### config.mk
export PLATFORM = sky130hd
export DESIGN_NAME = tti_divider
export DESIGN_NICKNAME = d
export VERILOG_FILES = /design/src/tti_pkg.sv /design/src/tti_divider.sv
export SDC_FILE = /design/constraint.sdc
export NUM_CORES = 1
export LEC_CHECK = 0
export ABC_AREA = 1
export BUFFER_PORTS_ARGS = -buffer_cell sky130_fd_sc_hd__buf_2
export CAP_MARGIN = 20
export CORE_MARGIN = 3
export CORE_UTILIZATION = 30
export CTS_CLUSTER_DIAMETER = 150
export CTS_CLUSTER_SIZE = 10
export DETAILED_ROUTE_END_ITERATION = 16
export GPL_TIMING_DRIVEN = 1
export MAX_ROUTING_LAYER = met4
export PLACE_DENSITY = 0.59
export SLEW_MARGIN = 20
export SYNTH_ARGS = -nofsm -noshare
export SYNTH_HDL_FRONTEND = slang
export SYNTH_SLANG_ARGS = --single-unit
### constraint.sdc
create_clock -name clk -period 3.95 [get_ports clk]
set_clock_uncertainty 0.15 [all_clocks]
set_input_delay 0.5925 -clock clk [delete_from_list [all_inputs] [get_ports clk]]
set_output_delay 0.5925 -clock clk [all_outputs]
set_load 0.005 [all_outputs]
### src/tti_pkg.sv
// Shared types and constants for the transform tween interpolator.
// Used by the channel interfaces, the divider, the lerp datapath and the top level.
// No dependencies.
package tti_pkg;

    localparam int COMP_W      = 16;
    localparam int VEC_W       = 3 * COMP_W;
    localparam int LEN_W       = 32;
    localparam int STEP_W      = 16;
    localparam int T_W         = 17;
    localparam int SUM_W       = LEN_W + 1;
    localparam int CFG_INDEX_W = 4;
    localparam int CFG_DATA_W  = VEC_W;
    localparam int MODE_W      = 2;
    localparam int PROD_W      = 36;
    localparam int CNT_W       = 6;

    localparam int MODE_LOOP_BIT = 0;
    localparam int MODE_REL_BIT  = 1;

    // shift-subtract step counts: modulo of the 33-bit sum, then the 17 bits of t
    localparam logic [CNT_W-1:0] DIV_MOD_LAST = CNT_W'(SUM_W - 1);
    localparam logic [CNT_W-1:0] DIV_T_LAST   = CNT_W'(T_W - 1);

    localparam logic [VEC_W-1:0]  SCALE_ONE_RESET = 48'h0100_0100_0100;
    localparam logic [LEN_W-1:0]  LEN_RESET       = 32'd1000;
    localparam logic [MODE_W-1:0] MODE_RESET      = 2'b00;
    localparam logic [1:0]        LANE_LAST       = 2'd2;

    typedef enum logic {
        FUNC_ADVANCE = 1'b0,
        FUNC_RESTART = 1'b1
    } func_t;

    typedef enum logic [CFG_INDEX_W-1:0] {
        REG_START_POS   = 4'd0,
        REG_START_ROT   = 4'd1,
        REG_START_SCALE = 4'd2,
        REG_END_POS     = 4'd3,
        REG_END_ROT     = 4'd4,
        REG_END_SCALE   = 4'd5,
        REG_ANIM_LEN    = 4'd6,
        REG_CTRL_MODE   = 4'd7
    } cfg_index_t;

    typedef enum logic [2:0] {
        S_IDLE,
        S_MOD,
        S_TLOAD,
        S_DIV,
        S_LERP,
        S_DONE
    } state_t;

    typedef enum logic [1:0] {
        GRP_POS   = 2'd0,
        GRP_ROT   = 2'd1,
        GRP_SCALE = 2'd2
    } group_t;

    typedef enum logic [1:0] {
        PH_PRE = 2'd0,   // relative scale product
        PH_END = 2'd1,   // end value and delta
        PH_MUL = 2'd2,   // delta times t
        PH_ACC = 2'd3    // round and add start
    } phase_t;

    typedef struct packed {
        logic              load;
        logic              step;
        logic              shift;
        logic [LEN_W-1:0]  init_rem;
        logic [SUM_W-1:0]  init_din;
    } div_ctrl_t;

    typedef struct packed {
        logic       active;
        phase_t     phase;
        group_t     grp;
        logic [1:0] lane;
    } lerp_ctrl_t;

    typedef logic [2:0][2:0][COMP_W-1:0] res_grid_t;

endpackage

### src/tti_divider.sv
// Shift-subtract divider step unit, one remainder/quotient bit per cycle while step is set.
// Serves both the elapsed modulo and the t = elapsed*65536/length division.
// Depends on tti_pkg.
module tti_divider
    import tti_pkg::*;
(
    input  logic             clk,
    input  div_ctrl_t        ctrl,
    input  logic [LEN_W-1:0] divisor,
    output logic [LEN_W-1:0] rem,
    output logic [T_W-1:0]   quo
);

    logic [LEN_W-1:0] rem_reg;
    logic [SUM_W-1:0] din_reg;
    logic [T_W-1:0]   quo_reg;
    logic [SUM_W-1:0] trial;
    logic [SUM_W-1:0] diff;
    logic             ge;

    // without shift the first step only compares the loaded remainder
    assign trial = ctrl.shift ? {rem_reg, din_reg[SUM_W-1]} : {1'b0, rem_reg};
    assign diff  = trial - {1'b0, divisor};
    assign ge    = (trial >= {1'b0, divisor});

    always_ff @(posedge clk)
    begin
        if (ctrl.load)
        begin
            rem_reg <= ctrl.init_rem;
            din_reg <= ctrl.init_din;
            quo_reg <= '0;
        end
        else if (ctrl.step)
        begin
            rem_reg <= ge ? diff[LEN_W-1:0] : trial[LEN_W-1:0];
            din_reg <= {din_reg[SUM_W-2:0], 1'b0};
            quo_reg <= {quo_reg[T_W-2:0], ge};
        end
    end

    assign rem = rem_reg;
    assign quo = quo_reg;

endmodule

==> flow_metrics.env <==
export IMPL_status="complete, no violations"
export IMPL_cp_arrival_ps=3450
export IMPL_path_max_fanout=50
export IMPL_synthDistinctLibCells=35
export IMPL_die_height_um=158
export IMPL_comb_power_share=0.459
export IMPL_regToRegStartpoint="rem[13]"
export IMPL_tightest_slew_ps=908
export IMPL_p_int_uw=2140
export IMPL_cts_made_buffers=9
export IMPL_syn_num_nets=1252
export IMPL_io_pins=150
export IMPL_hold_start="quo[16]"
export IMPL_clk_pin_slew_worst_paths_ps=60
export IMPL_setup_tns_ps=0
export IMPL_grt_max_degree=83
export IMPL_maxCapViolCount=0
export IMPL_syn_area_um2=6970
export IMPL_yosysWarnings=0
export IMPL_swShare=0.404
export IMPL_place_inst=1542
export IMPL_hpwl_um=17400
export IMPL_timing_critical_path_from="ctrl[65]"
export IMPL_drc=0
export IMPL_syn_avg_cell_area_um2=6.24
export IMPL_path_cells="buf_2, o21ai_0, ha_1, nand2_1, inv_1, nand2_1, nand2_1, a21oi_2, nor2_2, nor2_8, buf_4, nand3_1, nand3_1, nand2_1"
export IMPL_total_power_uw=3580
export IMPL_cellLeakagePower_uw=0.00479
export IMPL_ant_nets=0
export IMPL_cts_hold_fix_buffers=0
export IMPL_synth_edf_count=65
export IMPL_ys_async_sr_fraction=0
export IMPL_grt_pass1_vias=6567
export IMPL_critPathTopFamily="simple AND/OR/NAND/NOR gates"
export IMPL_core_area_um2=22700
export IMPL_synth_area_top_cells="edfxtp_1 28%, nand2_1 25%, inv_1 12%, nand3_1 6.8%, ha_1 5.7%"
export IMPL_drive_gt1_frac=0.167
export IMPL_clock_latency_ps=340
export IMPL_yosysMostFrequentCell="nand2_1"
export IMPL_antenna_found_initial=1
export IMPL_avgRoutedWirePerCell_um=13.6
export IMPL_peakVddDrop_mv=0.320
export IMPL_clkPwrFrac=0.220
export IMPL_hold_viol_final=0
export IMPL_dieArea_um2=25100
export IMPL_grt_pass1_wl_um=33300
export IMPL_viasPerCell=4.48
export IMPL_pwr_density_cell_nw_per_um2=426
export IMPL_path_buf_inv=3
export IMPL_clock_sinks=82
export IMPL_synth_top_cell_by_area="edfxtp_1"
export IMPL_rsz0062_at_grt="false"
export IMPL_maxSlewViolCount=0
export IMPL_fin_crit_ps=3530
export IMPL_grt_overflow_total=0
export IMPL_max_slew_margin_rel=0.394
export IMPL_clockBufferDepth=2
export IMPL_fillers=2561
export IMPL_fin_nets=1403
export IMPL_cp_start_kind="input pin"
export IMPL_routed_wl_um=21300
export IMPL_grtUsageTotal=0.173
export IMPL_die_w_um=158
export IMPL_dominantRegCellSynth="edfxtp_1"
export IMPL_drt_first_iter_violations=491
export IMPL_ys_seq_area_frac=0.329
export IMPL_timing_final_crit_share=0.893
export IMPL_synthCells=1118
export IMPL_path_common_cell="nand2_1"
export IMPL_start_util=0.307
export IMPL_end_kind="register"
export IMPL_instances_no_fill=1560
export IMPL_cts_setup_buffers=0
export IMPL_cts_tree="yes"
export IMPL_hold_class="register to register"
export IMPL_rows=55
export IMPL_place_gp_congestion=0.966
export IMPL_post_cts_resized=0
export IMPL_power_share_sequential=0.320
export IMPL_cpPeakStageDelay_ps=580
export IMPL_critPathKind="input pin to register"
export IMPL_synth_top_area_frac=0.280
export IMPL_clock_fmax_ghz=0.284
export IMPL_crit_slowest_cell="buf_2"
export IMPL_required_ps=3870
export IMPL_portBuffers=149
export IMPL_p_sw_uw=1450
export IMPL_root_buffer="clkbuf_16"
export IMPL_drt_pass1_iter_count=5
export IMPL_synth_seq_cells=82
export IMPL_vias=6987
export IMPL_largest_reg_flops=33
export IMPL_utilization=0.370
export IMPL_synth_common_cells="472 x nand2_1, 227 x inv_1, 95 x nand3_1"
export IMPL_setup_viol=0
export IMPL_syn_to_final_growth_pct=20.5
export IMPL_h_tree_depth=3
[logic make-up (layout without fill, tap and decap cells)]
kind of cell / Yosys count / in the layout / share of synthesized area
AO/OA/AOI/OAI: 76 / 76 / 0.0594
XOR/XNOR: 14 / 14 / 0.0176
adder cells (fa/ha/maj): 33 / 33 / 0.0603
buffers and inverters: 272 / 428 / 0.153
flip-flops: 82 / 82 / 0.329
other: 0 / 1 / 0
AND/OR/NAND/NOR: 641 / 641 / 0.381
[worst reg2reg max path: cells and delay by family, from the launching register on]
kind / cells / cell delay, ps
compound gates: 1 / 480
fa+ha+maj: 1 / 410
buf+inv: 2 / 200
flops: 1 / 460
simple gates: 10 / 1270
[metrics by stage]
stage	setup slack [ps]	hold slack (ps)	cell area (um^2)
2_1_floorplan	429	310	6970
3_3_place_gp	127	304	8090
3_5_place_dp	104	310	8090
4_1_cts	465	319	8370
5_1_grt	119	346	8400
6_report	423	325	8400
[per-layer routing]
metal | routed length, um | global-route usage | vias up
met5 | 0 | - | -
met2 | 9370 | 0.263 | 211
met4 | 311 | 0.0434 | 0
met3 | 1320 | 0.0315 | 20
met1 | 10300 | 0.240 | 3033
li1 | - | - | 3723
[worst paths after layout]
path | cells after the start | end | slack, ps
worst max-delay path | 14 | rem[13] | 420
worst min-delay path | 2 | quo[16] | 330
worst max register to register | 14 | rem[25] | 770
worst min register to register | 2 | quo[16] | 330
[placed cells by master, fill, tap and decap left out, types with 2 or more instances in the layout]
cell       synthesis  final
nand3_1           95     95
dfxtp_1           17     17
nor3_1             2      2
nand2_2            3      3
nand2_1          472    472
o21ai_1            2      2
ha_1              32     32
nor2_2             6      6
nand4_1            8      8
xnor2_1           14     14
clkinv_1           6      6
buf_4              0     22
clkbuf_8           0      2
nand3b_1           2      2
clkinv_2           0      3
inv_1            227    226
and2_1             3      3
edfxtp_1          65     65
o22ai_1           16     16
inv_2              6      6
buf_2              8    149
clkbuf_16          0      9
a21oi_1           20     20
o21a_1             2      2
nor2_1            43     43
o21ai_0           33     33
[area by class of cell]
| class | count | area, um^2 | share of cell area |
|---|---|---|---|
| Inverter | 239 | 898 | 0.107 |
| Clock buffer | 12 | 258 | 0.0307 |
| Antenna cell | 1 | 2.50 | 0.000298 |
| Tap cell | 285 | 357 | 0.0424 |
| Timing Repair Buffer | 173 | 958 | 0.114 |
| Sequential cell | 82 | 2290 | 0.273 |
| Clock inverter | 4 | 25.0 | 0.00298 |
| Multi-Input combinational cell | 764 | 3610 | 0.430 |
[power groups by stage]
stage / clock, uW / combinational, uW / sequential (uW)
finish: 790 / 1640 / 1150
global route: 847 / 1880 / 1160
CTS: 812 / 1640 / 1150
detailed placement: 0 / 1630 / 1170
global placement: 0 / 1640 / 1170
floorplan: 0 / 1120 / 1150
Power figures use the tool's default switching activity.
