[src/tti_pkg.sv]
// Shared types and constants for the transform tween interpolator.
// Used by the channel interfaces, the divider, the lerp datapath and the top level.
// No dependencies.
package tti_pkg;

    localparam int COMP_W      = 16;
    localparam int VEC_W       = 3 * COMP_W;
    localparam int LEN_W       = 32;
    localparam int STEP_W      = 16;
    localparam int T_W         = 17;
    localparam int SUM_W       = LEN_W + 1;
    localparam int CFG_INDEX_W = 4;
    localparam int CFG_DATA_W  = VEC_W;
    localparam int MODE_W      = 2;
    localparam int PROD_W      = 36;
    localparam int CNT_W       = 6;

    localparam int MODE_LOOP_BIT = 0;
    localparam int MODE_REL_BIT  = 1;

    // shift-subtract step counts: modulo of the 33-bit sum, then the 17 bits of t
    localparam logic [CNT_W-1:0] DIV_MOD_LAST = CNT_W'(SUM_W - 1);
    localparam logic [CNT_W-1:0] DIV_T_LAST   = CNT_W'(T_W - 1);

    localparam logic [VEC_W-1:0]  SCALE_ONE_RESET = 48'h0100_0100_0100;
    localparam logic [LEN_W-1:0]  LEN_RESET       = 32'd1000;
    localparam logic [MODE_W-1:0] MODE_RESET      = 2'b00;
    localparam logic [1:0]        LANE_LAST       = 2'd2;

    typedef enum logic {
        FUNC_ADVANCE = 1'b0,
        FUNC_RESTART = 1'b1
    } func_t;

    typedef enum logic [CFG_INDEX_W-1:0] {
        REG_START_POS   = 4'd0,
        REG_START_ROT   = 4'd1,
        REG_START_SCALE = 4'd2,
        REG_END_POS     = 4'd3,
        REG_END_ROT     = 4'd4,
        REG_END_SCALE   = 4'd5,
        REG_ANIM_LEN    = 4'd6,
        REG_CTRL_MODE   = 4'd7
    } cfg_index_t;

    typedef enum logic [2:0] {
        S_IDLE,
        S_MOD,
        S_TLOAD,
        S_DIV,
        S_LERP,
        S_DONE
    } state_t;

    typedef enum logic [1:0] {
        GRP_POS   = 2'd0,
        GRP_ROT   = 2'd1,
        GRP_SCALE = 2'd2
    } group_t;

    typedef enum logic [1:0] {
        PH_PRE = 2'd0,   // relative scale product
        PH_END = 2'd1,   // end value and delta
        PH_MUL = 2'd2,   // delta times t
        PH_ACC = 2'd3    // round and add start
    } phase_t;

    typedef struct packed {
        logic              load;
        logic              step;
        logic              shift;
        logic [LEN_W-1:0]  init_rem;
        logic [SUM_W-1:0]  init_din;
    } div_ctrl_t;

    typedef struct packed {
        logic       active;
        phase_t     phase;
        group_t     grp;
        logic [1:0] lane;
    } lerp_ctrl_t;

    typedef logic [2:0][2:0][COMP_W-1:0] res_grid_t;

endpackage

[src/tti_lerp.sv]
// Lerp datapath around one shared 18x18 signed multiplier, one component per
// four phases: relative scale product, end value and delta, delta*t, round and add.
// Depends on tti_pkg.
module tti_lerp
    import tti_pkg::*;
(
    input  logic                     clk,
    input  lerp_ctrl_t               ctrl,
    input  logic                     rel,
    input  logic signed [COMP_W-1:0] start_val,
    input  logic signed [COMP_W-1:0] end_val,
    input  logic [T_W-1:0]           t,
    output res_grid_t                res
);

    localparam int MUL_W = PROD_W / 2;

    logic signed [PROD_W-1:0] prod_reg;
    logic signed [COMP_W:0]   d_reg;
    res_grid_t                res_reg;

    logic signed [MUL_W-1:0]  mul_a;
    logic signed [MUL_W-1:0]  mul_b;
    logic signed [COMP_W:0]   add_sum;
    logic signed [PROD_W-1:0] scale_rnd;
    logic signed [PROD_W-1:0] scale_sh;
    logic signed [COMP_W-1:0] end_eff;
    logic signed [PROD_W-1:0] lerp_rnd;
    logic signed [PROD_W-1:0] lerp_sh;

    always_comb
    begin
        if (ctrl.phase == PH_MUL)
        begin
            mul_a = MUL_W'(d_reg);
            mul_b = $signed({1'b0, t});
        end
        else
        begin
            mul_a = MUL_W'(start_val);
            mul_b = MUL_W'(end_val);
        end
    end

    // end value: raw, start + delta, or start * factor in Q8.8, saturated
    always_comb
    begin
        add_sum   = (COMP_W + 1)'(start_val) + (COMP_W + 1)'(end_val);
        scale_rnd = prod_reg + PROD_W'(128);
        scale_sh  = scale_rnd >>> 8;
        if (!rel)
        begin
            end_eff = end_val;
        end
        else if (ctrl.grp == GRP_SCALE)
        begin
            if (scale_sh > PROD_W'(32767))
                end_eff = 16'sh7fff;
            else if (scale_sh < -PROD_W'(32768))
                end_eff = -16'sh8000;
            else
                end_eff = scale_sh[COMP_W-1:0];
        end
        else
        begin
            if (add_sum > 17'sd32767)
                end_eff = 16'sh7fff;
            else if (add_sum < -17'sd32768)
                end_eff = -16'sh8000;
            else
                end_eff = add_sum[COMP_W-1:0];
        end
    end

    assign lerp_rnd = prod_reg + PROD_W'(32768);
    assign lerp_sh  = lerp_rnd >>> 16;

    always_ff @(posedge clk)
    begin
        if (ctrl.active)
        begin
            case (ctrl.phase)
                PH_PRE, PH_MUL:
                begin
                    prod_reg <= mul_a * mul_b;
                end
                PH_END:
                begin
                    d_reg <= (COMP_W + 1)'(end_eff) - (COMP_W + 1)'(start_val);
                end
                default:
                begin
                    // the true result lies between start and end, so 16 bits hold it
                    res_reg[ctrl.grp][ctrl.lane] <= start_val + lerp_sh[COMP_W-1:0];
                end
            endcase
        end
    end

    assign res = res_reg;

endmodule

[config.mk]
export PLATFORM = sky130hd
export DESIGN_NAME = tti_lerp
export DESIGN_NICKNAME = d
export VERILOG_FILES = /design/src/tti_pkg.sv /design/src/tti_lerp.sv
export SDC_FILE = /design/constraint.sdc
export NUM_CORES = 1
export LEC_CHECK = 0
export ABC_AREA = 1
export BUFFER_PORTS_ARGS = -buffer_cell sky130_fd_sc_hd__clkbuf_2
export CORE_ASPECT_RATIO = 0.75
export CORE_MARGIN = 10
export CORE_UTILIZATION = 65
export CTS_CLUSTER_SIZE = 8
export DETAILED_ROUTE_END_ITERATION = 10
export PLACE_DENSITY_LB_ADDON = 0.25
export SYNTH_ARGS = -nofsm -noshare
export SYNTH_HDL_FRONTEND = slang
export SYNTH_SLANG_ARGS = --single-unit
[constraint.sdc]
create_clock -name clk -period 15.6 [get_ports clk]
set_input_delay 2.34 -clock clk [delete_from_list [all_inputs] [get_ports clk]]
set_output_delay 2.34 -clock clk [all_outputs]
set_load 0.02 [all_outputs]
==> impl_metrics.env, run 1 <==
export IMPL_tightest_slew_ns=1.22
export IMPL_syn_area_sq_mm=0.0218
export IMPL_hold_class="reg2reg"
export IMPL_fin_crit_ns=9.71
export IMPL_largest_reg_flops=144
export IMPL_crit_path_max_fanout=63
export IMPL_die_area_sq_mm=0.0413
export IMPL_portBuffers=201
export IMPL_slowest_stage="a21oi_1"
export IMPL_fill_cells=2464
export IMPL_antenna_found_initial=0
export IMPL_grt_use_total=0.335
export IMPL_ys_ff_latch=190
export IMPL_crit_path_max_incr_delay_ns=0.87
export IMPL_placementRows=57
export IMPL_coreArea_sq_mm=0.0327
export IMPL_tritoncts="done"
export IMPL_synth_compound_area_share=0.0527
export IMPL_die_w_um=231
export IMPL_path_depth=29
export IMPL_numClockSinks=190
export IMPL_clockBufferDepth=2
export IMPL_min_path_cells=3
export IMPL_syn_num_nets=2983
export IMPL_cts_resized_gates=0
export IMPL_area_growth_pct=10.5
export IMPL_cp_common_cell="nand2_1"
export IMPL_period_share=0.622
export IMPL_nNetsFinal=3202
export IMPL_place_hpwl_um=56100
export IMPL_maxSlewViolCount=0
export IMPL_critPathBufInv=9
export IMPL_path_clk_slew_ns=0.08
export IMPL_die_y_um=178
export IMPL_ys_types=37
export IMPL_maxCapViolations=0
export IMPL_setup_violations=0
export IMPL_insertion_delay_ns=0.45
export IMPL_synthMuxAreaShare=0
export IMPL_ys_seq_area_frac=0.262
export IMPL_worst_hold_startpoint="prod_reg[31]"
export IMPL_rr_startpoint="d_reg[16]"
export IMPL_cts_buffers=17
export IMPL_ios=202
export IMPL_start_util=0.666
export IMPL_max_freq_mhz=103
export IMPL_drt_total_wl_um=67800
export IMPL_finClkSkew_ns=0.0109
export IMPL_reg2reg_depth=22
export IMPL_cp_start_kind="input pin"
export IMPL_dr_first_iter_drc_count=2334
export IMPL_vias_per_cell=5.75
export IMPL_synthSimpleGateAreaFrac=0.163
export IMPL_tns_ns=0
export IMPL_synthCells=2469
export IMPL_cts_setup_buffers=0
export IMPL_crit_start="ctrl[4]"
export IMPL_grt_pass1_vias=18463
export IMPL_grt_max_degree=64
export IMPL_num_antenna_cells=0
export IMPL_firstDrtPassIters=8
export IMPL_cts_root_buf="clkbuf_16"
export IMPL_num_vias=18063
export IMPL_ant_nets=0
export IMPL_synth_edf_count=190
export IMPL_hold_viol=0
export IMPL_drive_gt1_frac=0.110
export IMPL_crit_family="adder cells"
export IMPL_relSlewSlack=0.188
export IMPL_timing_worst_setup_path_type="in2reg"
export IMPL_required_ns=15.81
export IMPL_synthFlopType="edfxtp_1"
export IMPL_h_tree_depth=4
export IMPL_syn_area_per_cell_sq_um=8.81
export IMPL_grt_pass1_wl_um=105000
export IMPL_synth_xor_area_frac=0.0391
export IMPL_crit_arrival_ns=9.92
export IMPL_ctsHoldBuffers=0
export IMPL_outcome="finished clean"
export IMPL_drc=0
export IMPL_ys_warnings_count=0
export IMPL_rsz0062_at_grt="no"
export IMPL_synth_top_family_by_area="adder cells"
export IMPL_synthAdderAreaFrac=0.373
export IMPL_gp_congestion=1.10
export IMPL_overflow=0
export IMPL_wire_per_inst_um=21.6
export IMPL_ys_async_sr_fraction=0
export IMPL_crit_path_end_kind="register"
==> worst min-delay path, delay by kind of cell (launching register included) <==
family,cells,cell delay (ns)
flops,1,0.48
xor+xnor,3,0.49
==> synth_stat cells, drive strengths merged, types with 4 or more instances <==
library cell	count	area share
ha	136	0.078
a21boi	5	0.0017
xor2	69	0.028
nor2	277	0.050
o21a	4	0.0014
o21ai	70	0.017
a21oi	90	0.021
nor3	16	0.0037
fa	320	0.29
nand3	80	0.018
clkbuf	18	0.0031
o31ai	5	0.0017
o21bai	6	0.0021
inv	596	0.10
a21o	7	0.0024
xnor2	28	0.011
clkinv	4	0.00069
nand4	8	0.0023
edfxtp	190	0.26
buf	16	0.0039
nand2	501	0.087
a31oi	13	0.0037
==> routing by layer <==
metal | part of all wire | up-vias | global-route usage
li1 | - | 7944 | -
met1 | 0.39 | 8760 | 0.452
met2 | 0.44 | 1175 | 0.493
met3 | 0.14 | 184 | 0.126
met4 | 0.034 | 0 | 0.112
met5 | 0 | - | 0
==> layout make-up <==
cell class,count,area [sq um],area share
Multi-Input combinational cell,1645,13700,0.568
Sequential cell,190,5710,0.237
Inverter,600,2250,0.0937
Timing Repair Buffer,234,1250,0.0522
Tap cell,442,553,0.0230
Clock buffer,17,425,0.0177
Clock inverter,15,184,0.00765
==> worst paths after layout <==
kind | end | slack [ns]
setup / recovery | prod_reg[35] | 5.89
setup reg to reg | prod_reg[30] | 8.44
hold reg to reg | res[127] | 1.17
hold / removal | res[127] | 1.17
==> cells by family (layout without fill, tap and decap cells) <==
kind of cell    Yosys count  after routing
simple gates            886            886
buf+inv                 634            866
fa+ha+maj               456            456
compound gates          206            206
flops                   190            190
xor+xnor                 97             97
==> metrics by stage <==
step	hold WS [ns]	cell area (sq um)	util	std cells	setup slack, ns
6_report	1.17	24000	0.736	3143	5.89
5_1_grt	1.21	24000	0.736	3143	5.46
4_1_cts	1.16	24000	0.736	3143	6.10
3_5_place_dp	1.13	23400	0.717	3111	5.64
3_3_place_gp	1.10	23400	0.717	3111	5.81
2_1_floorplan	0.842	21800	-	2469	7.03
==> layout by cell type (no fill, tap or decap), drive strengths merged <==
master,count
a211oi,1
a21boi,5
a21o,7
a21oi,90
a221oi,1
a311oi,1
a31oi,13
buf,33
clkbuf,218
clkinv,9
edfxtp,190
fa,320
ha,136
inv,606
nand2,501
nand3,80
nand3b,1
nand4,8
nor2,277
nor3,16
o2111ai,2
o21a,4
o21ai,70
o21bai,6
o221ai,1
o31ai,5
or2,3
xnor2,28
xor2,69
Power of run 1 is not shown: default switching activity piles up to over one toggle a cycle in this logic, so the estimate is an artifact.
==> inputs of run 2 (changes only) <==
CORE_UTILIZATION = 56   (was 65)
clock period = 8.4 ns   (was 15.6 ns; I/O delays follow)
==> impl_metrics.env, run 2 (same netlist as run 1, synthesis figures left out) <==
export IMPL_min_path_cells=2
export IMPL_area_growth_pct=12.1
export IMPL_drive_gt1_frac=0.122
export IMPL_worst_hold_startpoint="prod_reg[16]"
export IMPL_largest_reg_flops=144
export IMPL_cp_common_cell="fa_1"
export IMPL_coreArea_sq_mm=0.0383
export IMPL_clockBufferDepth=2
export IMPL_reg2reg_depth=25
export IMPL_holdPathEnd="res[16]"
export IMPL_ios=202
export IMPL_place_hpwl_um=58000
export IMPL_cts_buffers=17
export IMPL_num_antenna_cells=0
export IMPL_ctsHoldBuffers=0
export IMPL_setup_violations=0
export IMPL_max_freq_mhz=126
export IMPL_hold_viol=0
export IMPL_grt_use_total=0.297
export IMPL_outcome="finished clean"
export IMPL_slowest_stage="o21ai_1"
export IMPL_cp_start_kind="input pin"
export IMPL_tritoncts="done"
export IMPL_crit_arrival_ns=8.16
export IMPL_drt_total_wl_um=68700
export IMPL_numClockSinks=190
export IMPL_relSlewSlack=0.143
export IMPL_path_clk_slew_ns=0.08
export IMPL_portBuffers=201
export IMPL_ant_nets=0
export IMPL_hold_class="reg2reg"
export IMPL_gp_congestion=0.996
export IMPL_timing_worst_setup_path_type="in2reg"
export IMPL_crit_path_max_incr_delay_ns=0.59
export IMPL_wire_per_inst_um=21.1
export IMPL_grt_pass1_vias=17715
export IMPL_vias_per_cell=5.46
export IMPL_required_ns=8.60
export IMPL_fin_crit_ns=7.96
export IMPL_h_tree_depth=4
export IMPL_fill_cells=3271
export IMPL_regToRegSetupSlack_ns=1.42
export IMPL_mostFrequentLayoutCells="595 x inv_1, 492 x nand2_1, 320 x fa_1"
export IMPL_cts_setup_buffers=0
export IMPL_rr_startpoint="d_reg[16]"
export IMPL_cts_root_buf="clkbuf_16"
export IMPL_finClkSkew_ns=0.0128
export IMPL_placementRows=62
export IMPL_die_w_um=248
export IMPL_maxSlewViolCount=0
export IMPL_nNetsFinal=3240
export IMPL_rsz0062_at_grt="no"
export IMPL_insertion_delay_ns=0.45
export IMPL_grt_pass1_wl_um=106000
export IMPL_final_common_cell="inv_1"
export IMPL_die_y_um=191
export IMPL_tightest_slew_ns=1.28
export IMPL_rr_endpoint="prod_reg[35]"
export IMPL_maxCapViolations=0
export IMPL_start_util=0.568
export IMPL_dr_first_iter_drc_count=1736
export IMPL_drc=0
export IMPL_crit_path_max_fanout=60
export IMPL_crit_path_end_kind="register"
export IMPL_cts_resized_gates=0
export IMPL_firstDrtPassIters=7
export IMPL_die_area_sq_mm=0.0472
export IMPL_grt_max_degree=61
export IMPL_overflow=0
export IMPL_period_share=0.947
export IMPL_tns_ns=0
export IMPL_num_vias=17743
export IMPL_antenna_found_initial=0
[run 2: how the worst max path moves through the flow]
| stage | start | depth (start not counted) | to | slack [ns] |
|---|---|---|---|---|
| after global placement | ctrl[4] | 26 | prod_reg[32] | 0.23 |
| after detailed placement | ctrl[4] | 29 | prod_reg[35] | 0.17 |
| after floorplan | ctrl[4] | 26 | prod_reg[32] | 0.91 |
| final | ctrl[4] | 25 | prod_reg[34] | 0.44 |
| after CTS | ctrl[4] | 29 | prod_reg[35] | 0.62 |
| after global routing | ctrl[4] | 29 | prod_reg[35] | 0.18 |
[run 2: final cells by class]
| type | count | area (sq um) | area share |
|---|---|---|---|
| flip-flops and latches | 190 | 5710 | 0.234 |
| repair buffers | 272 | 1560 | 0.0641 |
| clock buffers | 17 | 425 | 0.0174 |
| multi-input cells | 1645 | 13700 | 0.560 |
| well taps | 512 | 641 | 0.0263 |
| inverters | 600 | 2250 | 0.0923 |
| clock inverters | 14 | 150 | 0.00616 |
[run 2: critical path, delay by kind of cell]
kind | cells | cell delay (ns)
AOI/OAI and AO/OA | 5 | 1.77
adders and majority gates | 7 | 3.28
buffers and inverters | 8 | 1.06
xor gates and xnor gates | 1 | 0.15
and+or+nand+nor | 4 | 0.59
[run 2: metal layers]
metal	wire length [um]	vias up	share of wire	track usage
li1	-	8022	-	-
met5	0	-	0	0
met3	6520	74	0.095	0.0542
met1	30400	8845	0.44	0.441
met4	1020	0	0.015	0.0534
met2	30800	802	0.45	0.452
[run 2: metrics by stage]
step,utilization,cells,cell area [sq um],hold WS (ns),setup WS [ns]
6_report,0.637,3250,24400,1.16,0.444
5_1_grt,0.637,3250,24400,1.21,0.178
4_1_cts,0.637,3250,24400,1.17,0.615
3_5_place_dp,0.621,3219,23800,1.15,0.169
3_3_place_gp,0.621,3219,23800,1.13,0.234
2_1_floorplan,-,2469,21800,0.842,0.910
Power of run 2 is left out for the same reason.
